## src/rtl/gde_pkg.sv

```systemverilog
`timescale 1ns / 1ps
`default_nettype none

package gde_pkg;

    // Control that travels beside the payload through every stage
    typedef struct packed {
        logic valid;
        logic zero;   // some scale was zero
        logic kill;   // result forced to zero
    } gde_ctrl_t;

    localparam int AlphaW    = 17;
    localparam int SigmaW    = 31;
    localparam int CoordW    = 32;
    localparam logic [AlphaW-1:0] ALPHA_ONE = 17'd65536;

    // Q.30 helpers
    localparam int Q30W = 31;
    localparam logic [63:0] Q30_HALF = 64'd1 << 29;
    localparam logic [Q30W-1:0] Q30_ONE = 31'd1 << 30;

    // Reciprocal of three, exact for 32-bit dividends with a shift of 33
    localparam logic [31:0] RECIP3 = 32'hAAAAAAAB;

    // Depth of the merging pipeline
    localparam int MERGE_STAGES = 16;

endpackage

`default_nettype wire

```

## src/rtl/gde_lane.sv

```systemverilog
`timescale 1ns / 1ps
`default_nettype none

// One axis: offset, magnitude, overflow check, bit-per-stage divider, square
module gde_lane #(
    parameter int FRAC_BITS = 16
) (
    input  wire logic                              aclk,
    input  wire logic                              en,
    input  wire logic signed [gde_pkg::CoordW-1:0] point,
    input  wire logic signed [gde_pkg::CoordW-1:0] center,
    input  wire logic        [gde_pkg::SigmaW-1:0] sigma,
    output logic             [2*(FRAC_BITS+4)-1:0] sq_o,
    output logic                                   ovf_o
);

    localparam int QB = FRAC_BITS + 4;    // quotient bits
    localparam int RW = FRAC_BITS + 35;   // remainder width
    localparam int MW = gde_pkg::CoordW + 1;

    logic [RW-1:0]             rem_reg [0:QB];
    logic [QB-1:0]             quo_reg [0:QB];
    logic [gde_pkg::SigmaW-1:0] sig_reg [0:QB];
    logic                      ovf_reg [0:QB];
    logic [2*QB-1:0]           sq_reg;
    logic                      ovf_out_reg;

    // Entry stage: offset and its magnitude
    logic signed [MW-1:0] diff;
    logic        [MW-1:0] mag;
    logic                 ovf_next;

    assign diff = {point[gde_pkg::CoordW-1], point} - {center[gde_pkg::CoordW-1], center};
    assign mag  = diff[MW-1] ? MW'(-diff) : MW'(diff);
    // ratio reaches 16 exactly when the offset reaches 16 scales
    assign ovf_next = {2'b00, mag} >= {sigma, 4'b0000};

    always_ff @(posedge aclk) begin
        if (en) begin
            rem_reg[0] <= RW'(mag) << FRAC_BITS;
            quo_reg[0] <= '0;
            sig_reg[0] <= sigma;
            ovf_reg[0] <= ovf_next;
        end
    end

    // Restoring division, one quotient bit per stage, top bit first
    for (genvar k = 0; k < QB; k++) begin : g_div
        localparam int B = QB - 1 - k;
        logic [RW-1:0] trial;
        logic          ge;
        logic [RW-1:0] rem_next;
        logic [QB-1:0] quo_next;

        assign trial    = RW'(sig_reg[k]) << B;
        assign ge       = rem_reg[k] >= trial;
        assign rem_next = ge ? rem_reg[k] - trial : rem_reg[k];
        assign quo_next = quo_reg[k] | (QB'(ge) << B);

        always_ff @(posedge aclk) begin
            if (en) begin
                rem_reg[k+1] <= rem_next;
                quo_reg[k+1] <= quo_next;
                sig_reg[k+1] <= sig_reg[k];
                ovf_reg[k+1] <= ovf_reg[k];
            end
        end
    end

    // Square of the ratio
    always_ff @(posedge aclk) begin
        if (en) begin
            sq_reg      <= (2*QB)'(quo_reg[QB]) * (2*QB)'(quo_reg[QB]);
            ovf_out_reg <= ovf_reg[QB];
        end
    end

    assign sq_o  = sq_reg;
    assign ovf_o = ovf_out_reg;

endmodule

`default_nettype wire

```

## config.mk

```make
export PLATFORM = sky130hd
export DESIGN_NAME = gde_lane
export DESIGN_NICKNAME = d
export VERILOG_FILES = /design/src/rtl/gde_pkg.sv /design/src/rtl/gde_lane.sv
export SDC_FILE = /design/constraint.sdc
export NUM_CORES = 2
export LEC_CHECK = 0
export BUFFER_PORTS_ARGS = -buffer_cell sky130_fd_sc_hd__buf_2
export CAP_MARGIN = 25
export CORE_MARGIN = 5
export CORE_UTILIZATION = 55
export DETAILED_ROUTE_END_ITERATION = 16
export GPL_ROUTABILITY_DRIVEN = 1
export PLACE_DENSITY_LB_ADDON = 0.08
export SLEW_MARGIN = 20
export SYNTH_ARGS = -nofsm -noshare
export SYNTH_HDL_FRONTEND = slang
export SYNTH_SLANG_ARGS = --single-unit
```

## constraint.sdc

```tcl
create_clock -name aclk -period 8.9 [get_ports aclk]
set_clock_uncertainty 0.15 [all_clocks]
set_input_delay 1.335 -clock aclk [delete_from_list [all_inputs] [get_ports aclk]]
set_output_delay 1.335 -clock aclk [all_outputs]
set_load 0.005 [all_outputs]
```

Yosys cells after proc, flatten, opt, wreduce, memory -nomap -nowiden. Memory sizes are Yosys's and may differ from the RTL's. A register that Yosys moved wholly into a read port is not among the register bits. Cells that the tools add are included.

Reduce and logical (&&, ||, !) cells: 0. Shift operators: 0. Order comparisons: 21. Eq/ne operators: 0. Muxes and demuxes: 23. Bitwise logic cells: 20. Add/subtract/negate cells: 22. Div/mod/pow operators: 0. Multipliers: 1.

Operators with widths (number): 2-to-1 mux 51 bit (20); >= comparator 51 x 31 -> 1 bit (1); >= comparator 51 x 32 -> 1 bit (1); >= comparator 51 x 33 -> 1 bit (1); >= comparator 51 x 34 -> 1 bit (1); >= comparator 51 x 35 -> 1 bit (1); >= comparator 51 x 36 -> 1 bit (1); >= comparator 51 x 37 -> 1 bit (1); >= comparator 51 x 38 -> 1 bit (1); >= comparator 51 x 39 -> 1 bit (1); >= comparator 51 x 40 -> 1 bit (1); >= comparator 51 x 41 -> 1 bit (1); >= comparator 51 x 42 -> 1 bit (1); >= comparator 51 x 43 -> 1 bit (1); >= comparator 51 x 44 -> 1 bit (1); >= comparator 51 x 45 -> 1 bit (1); >= comparator 51 x 46 -> 1 bit (1); >= comparator 51 x 47 -> 1 bit (1); >= comparator 51 x 48 -> 1 bit (1); >= comparator 51 x 49 -> 1 bit (1); >= comparator 51 x 50 -> 1 bit (1); subtractor 51 x 31 -> 51 bit (1); subtractor 51 x 32 -> 51 bit (1); subtractor 51 x 33 -> 51 bit (1); other kinds (43) (44).

Output and inout port bits: 41. Register bits after elaboration: 40. Bits in read-only memories: 0. Memories: 4. Input bits: 97. Memory bits (writable): 2163. Bits in latches: 0.

Memories: rem_reg (depth 21, bits a word 51, rd ports 20, clocked after Yosys merged registers in 0, write ports 21, line gde_lane.sv:21) `logic [RW-1:0] rem_reg [0:QB];`; sig_reg (depth 21, bits a word 31, rd ports 20, clocked after Yosys merged registers in 0, write ports 21, line gde_lane.sv:23) `logic [gde_pkg::SigmaW-1:0] sig_reg [0:QB];`; quo_reg (depth 21, bits a word 20, rd ports 21, clocked after Yosys merged registers in 0, write ports 21, line gde_lane.sv:22) `logic [QB-1:0] quo_reg [0:QB];`; ovf_reg (depth 21, bits a word 1, rd ports 21, clocked after Yosys merged registers in 1, write ports 21, line gde_lane.sv:24) `logic ovf_reg [0:QB];`.

Logic depth before layout (Yosys ltp).
Depth in word-level cells: 4. Depth in mapped cells: 29. Mapped depth without buffers: 27.

Least setup slack after synthesis. No wires, ideal clock.

Path kind: register to register. Start point: memory quo_reg[20][2] in the netlist's numbering. End point: register sq_reg[39] (netlist: sq_o[39]), data pin. Slack: 1.575 ns. Period minus slack after synthesis: 7.325 ns. Required time: 8.491 ns. Data arrival time: 6.916 ns. Stages on the path, launching flop included: 30. Library setup time: 0.259 ns. Path buffers: 3. Cells stage by stage: edfxtp_1 > clkbuf_1 > clkbuf_1 > nand2_1 > fa_1 > inv_1 > fa_1 > inv_1 > fa_1 > inv_1 > fa_1 > inv_1 > fa_1 > inv_1 > fa_1 > inv_1 > fa_1 > inv_1 > ha_1 > clkbuf_1 > a21o_1 > a21oi_1 > o21ai_0 > a221oi_1 > o31ai_1 > nand3_1 > o31a_1 > o21ai_0 > o21bai_1 > xnor2_1.

RTL lines: start: declaration (line gde_lane.sv:22); end signal: assignment (line gde_lane.sv:73) `sq_reg <= (2*QB)'(quo_reg[QB]) * (2*QB)'(quo_reg[QB]);`; end: declaration (line gde_lane.sv:25) `logic [2*QB-1:0] sq_reg;`.

==> metrics.md <==
| Metric | Value |
|---|---|
| Net load switching power | 0.0184 W |
| Worst setup EP type | flop |
| Worst-Margin Slew | approximately 1000 ps |
| Yosys reg bits | 1,709 |
| DRT Pass-1 Iters | 6 |
| Register area share after synthesis | 47.0% |
| Port bufs | approximately 140 |
| Fill cell count | 16,200 |
| H-tree depth | 4 |
| Met2 usage | approximately 41% |
| Placement Rows | 163 |
| Worst hold endpoint | quo_reg[12][18]$_DFFE_PP_ |
| TritonCTS buffer count | around 190 |
| Setup TNS | 0 ps |
| Worst reg2reg endpoint | sq_o[38]$_DFFE_PP_ |
| Reg2Reg Setup Slack | roughly 860 ps |
| Critical Path RT | a little over 9000 ps |
| Initial Util | 55.3% |
| Final Cycle Share | 90.3% |
| Endpoints failing setup | 0 |
| Share of layout cells above drive strength 1 | 6.76% |
| Path category of the worst min-delay check | flop to flop |
| CTS tree | built |
| Largest net degree at the start of global routing | around 180 |
| IR drop worst, VDD | just under 1000 uV |
| Relative slew slack | 32.0% |
| Status | finished clean |
| Avg WL per Cell | roughly 19 um |
| Commonest non-fill, non-tap cell in the layout | edfxtp_1 |
| Final count of hold timing violations | 0 |
| Worst Hold Launch | quo_reg[11][18]$_DFFE_PP_ |
| LEAKAGE | slightly below 50 nW |
| Post-layout util | about three fifths |
| Crit-path slowest cell | edfxtp_1 |
| GR Layer Usage met1 | a little under a third |
| CP startpoint kind | flop |
| # hold bufs at CTS | 0 |
| Pwr dens | roughly 380 nW/um2 |
| Nets | roughly 12,000 |
| Sequential share of power | between 20% and 30% |
| Die width | approximately 460 um |
| RR Startpoint | quo_reg[20][7]$_DFFE_PP_ |
| Initial antenna violation count | 1 |
| Max reg flops | 818 |
| Worst-Skew Late Latency | 820 ps |
| DRT antenna net count | 0 |
| Yosys Warn Count | 0 |
| Max Fanout on Critical Path | 21 |
| Post-synth EDFFs | 1,709 |
| Critical path's most frequent cell | fa_1 |
| Syn nets | 11,400 |
| Clock sink total | ~1,700 |
| Clk slew on worst S/H paths | 60 ps |
| Die height | about 460 um |
| Combinational share of power | a little over half |
| Crit path DAT | between 8000 and 9000 ps |
| Dpl hpwl | 194 mm |
| Critical setup path kind | flop to flop |
| Post-synth cell types | 98 |
| Sw Share | 40.4% |
| Grt peak-use layer | met2 |
| Fmax achieved | between 100 and 150 MHz |
| Hold Path Depth | 0 |
| RSZ-0062 raised after global routing | no |
| GRT Util Overall | between 20% and 30% |
| MaxCap Viol Count | 0 |
| Vias | ~75,000 |
| Max Root-Sink Buffers | 3 |
| GRT Residual Overflow | 0 |
| Int Power | about 0.027 W |
| Ports | about 140 |
| Root Buffer | clkbuf_16 |
| Vias/cell | 5.73 |
| Vias in the first global route | around 74,000 |
| DRC errors left | 0 |
| Synth Instances | approximately 10,000 |
| P&R area growth vs syn | 9.24% |
| Synth Cell Area | roughly 110,000 um2 |
| Quantity of gates resized following cts | 0 |
| Crit-path max cell delay | around 930 ps |
| Core area | 197,000 um2 |
| Predominant post-synthesis flop cell | edfxtp_1 |
| First-pass GRT wire length | approximately 400 mm |
| Clk network pwr share | between 10% and 20% |
| Most frequent cells in the layout | edfxtp_1, inv_1, ha_1 |
| Fin. max-slew vios | 0 |
| Total routed wirelength | approximately 250 mm |
| Die area | roughly 210,000 um2 |
| GP Congestion | 0.950 |
| Initial DRC Count | between 5,000 and 6,000 |
| Async SR Flop Fraction | 0% |
| Synthesized area per cell | between 10 and 15 um2 |
| Worst R2R Path Depth | 25 |
| Post-CTS Setup Inserts | 0 |
| Tmin final | around 8000 ps |
| Met3 usage | under 10% |
| Antenna cells | 0 |
layout make-up:
cell class / count / area [um2] / area share (%)
multi-input combinational: 6991 / 52400 / 44.0
sequential: 1709 / 51300 / 43.1
clock buffer: 225 / 4930 / 4.13
inverter: 1237 / 4640 / 3.90
tap: 2640 / 3300 / 2.77
timing repair buffer: 200 / 1300 / 1.09
clock inverter: 123 / 1300 / 1.09
cells by family after synthesis:
| group | synth area share (%) |
|---|---|
| DFF | 47.0 |
| and+or+nand+nor | 11.7 |
| AOI/OAI and AO/OA | 13.5 |
| other | 0.00344 |
| xor gates and xnor gates | 6.24 |
| muxes | 1.44 |
| buffers and inverters | 5.05 |
| adders and majority gates | 15.1 |
cells in the mapped netlist (all sizes together) (18+ instances only):
library cell | count | area (um2)
edfxtp | 1709 | 51300
inv | 1235 | 4640
ha | 835 | 10400
nand2 | 773 | 2900
a21oi | 712 | 3570
o21ai | 580 | 2900
nor2 | 573 | 2150
xnor2 | 440 | 3850
a21o | 348 | 2610
xor2 | 338 | 2960
fa | 299 | 5990
clkbuf | 187 | 702
nor3 | 169 | 846
nand3 | 165 | 826
and2 | 134 | 838
nand2b | 133 | 832
mux2 | 126 | 1420
nand4 | 106 | 663
nor2b | 106 | 663
o21a | 100 | 751
nor4 | 87 | 559
o21bai | 86 | 649
a31oi | 77 | 482
o31ai | 76 | 584
or3 | 76 | 480
and3 | 66 | 423
a211oi | 64 | 485
o211ai | 48 | 365
or2 | 45 | 282
buf | 35 | 169
or4 | 35 | 263
nand3b | 25 | 188
and4 | 24 | 210
nor4b | 23 | 214
a31o | 19 | 166
nor3b | 19 | 143
a2111oi | 18 | 158
o2111ai | 18 | 164
worst max-delay path, delay by kind of cell, from the launching register on:
kind	cells	cell delay, ps
adder cells (fa/ha/maj)	8	3610
AO/OA/AOI/OAI	9	2180
flip-flops	1	930
AND/OR/NAND/NOR	2	400
XOR/XNOR	2	320
buffers and inverters	4	200
power by group through the flow:
stage / clock network (W) / registers (W) / logic, W
after floorplan: 0 / 0.0131 / 0.0184
after global placement: 0 / 0.0136 / 0.0235
after detailed placement: 0 / 0.0137 / 0.0238
after CTS: 0.00802 / 0.0135 / 0.0241
after global routing: 0.00837 / 0.0137 / 0.0270
final: 0.00780 / 0.0135 / 0.0242
stage by stage:
stage / setup WS [ps] / power, W / std cells / hold WS [ps] / cell area, um2
detailed placement: 922 / 0.0375 / 12800 / 255 / 113000
CTS: 896 / 0.0456 / 13100 / 255 / 119000
global placement: 936 / 0.0372 / 12800 / 250 / 113000
global route: 510 / 0.0491 / 13100 / 271 / 119000
finish: 859 / 0.0455 / 13100 / 261 / 119000
floorplan: 1570 / 0.0315 / 10200 / 250 / 109000
worst max-delay path by stage:
stage | from | depth (start not counted) | slack, ps | end
global route | quo_reg[20][7]$_DFFE_PP_ | 25 | 510 | sq_o[38]$_DFFE_PP_
CTS | quo_reg[20][7]$_DFFE_PP_ | 23 | 900 | sq_o[39]$_DFFE_PP_
global placement | quo_reg[20][7]$_DFFE_PP_ | 25 | 940 | sq_o[38]$_DFFE_PP_
floorplan | quo_reg[20][2]$_DFFE_PP_ | 29 | 1570 | sq_o[39]$_DFFE_PP_
detailed placement | quo_reg[20][7]$_DFFE_PP_ | 25 | 920 | sq_o[38]$_DFFE_PP_
finish | quo_reg[20][7]$_DFFE_PP_ | 25 | 860 | sq_o[38]$_DFFE_PP_
routing by layer:
layer  vias up  part of all wire, %
li1      36700                    -
met1     36400                   43
met2      1723                   49
met3       432                  4.3
met4         2                  3.0
met5         -               0.0040
Power figures use the tool's default switching activity.
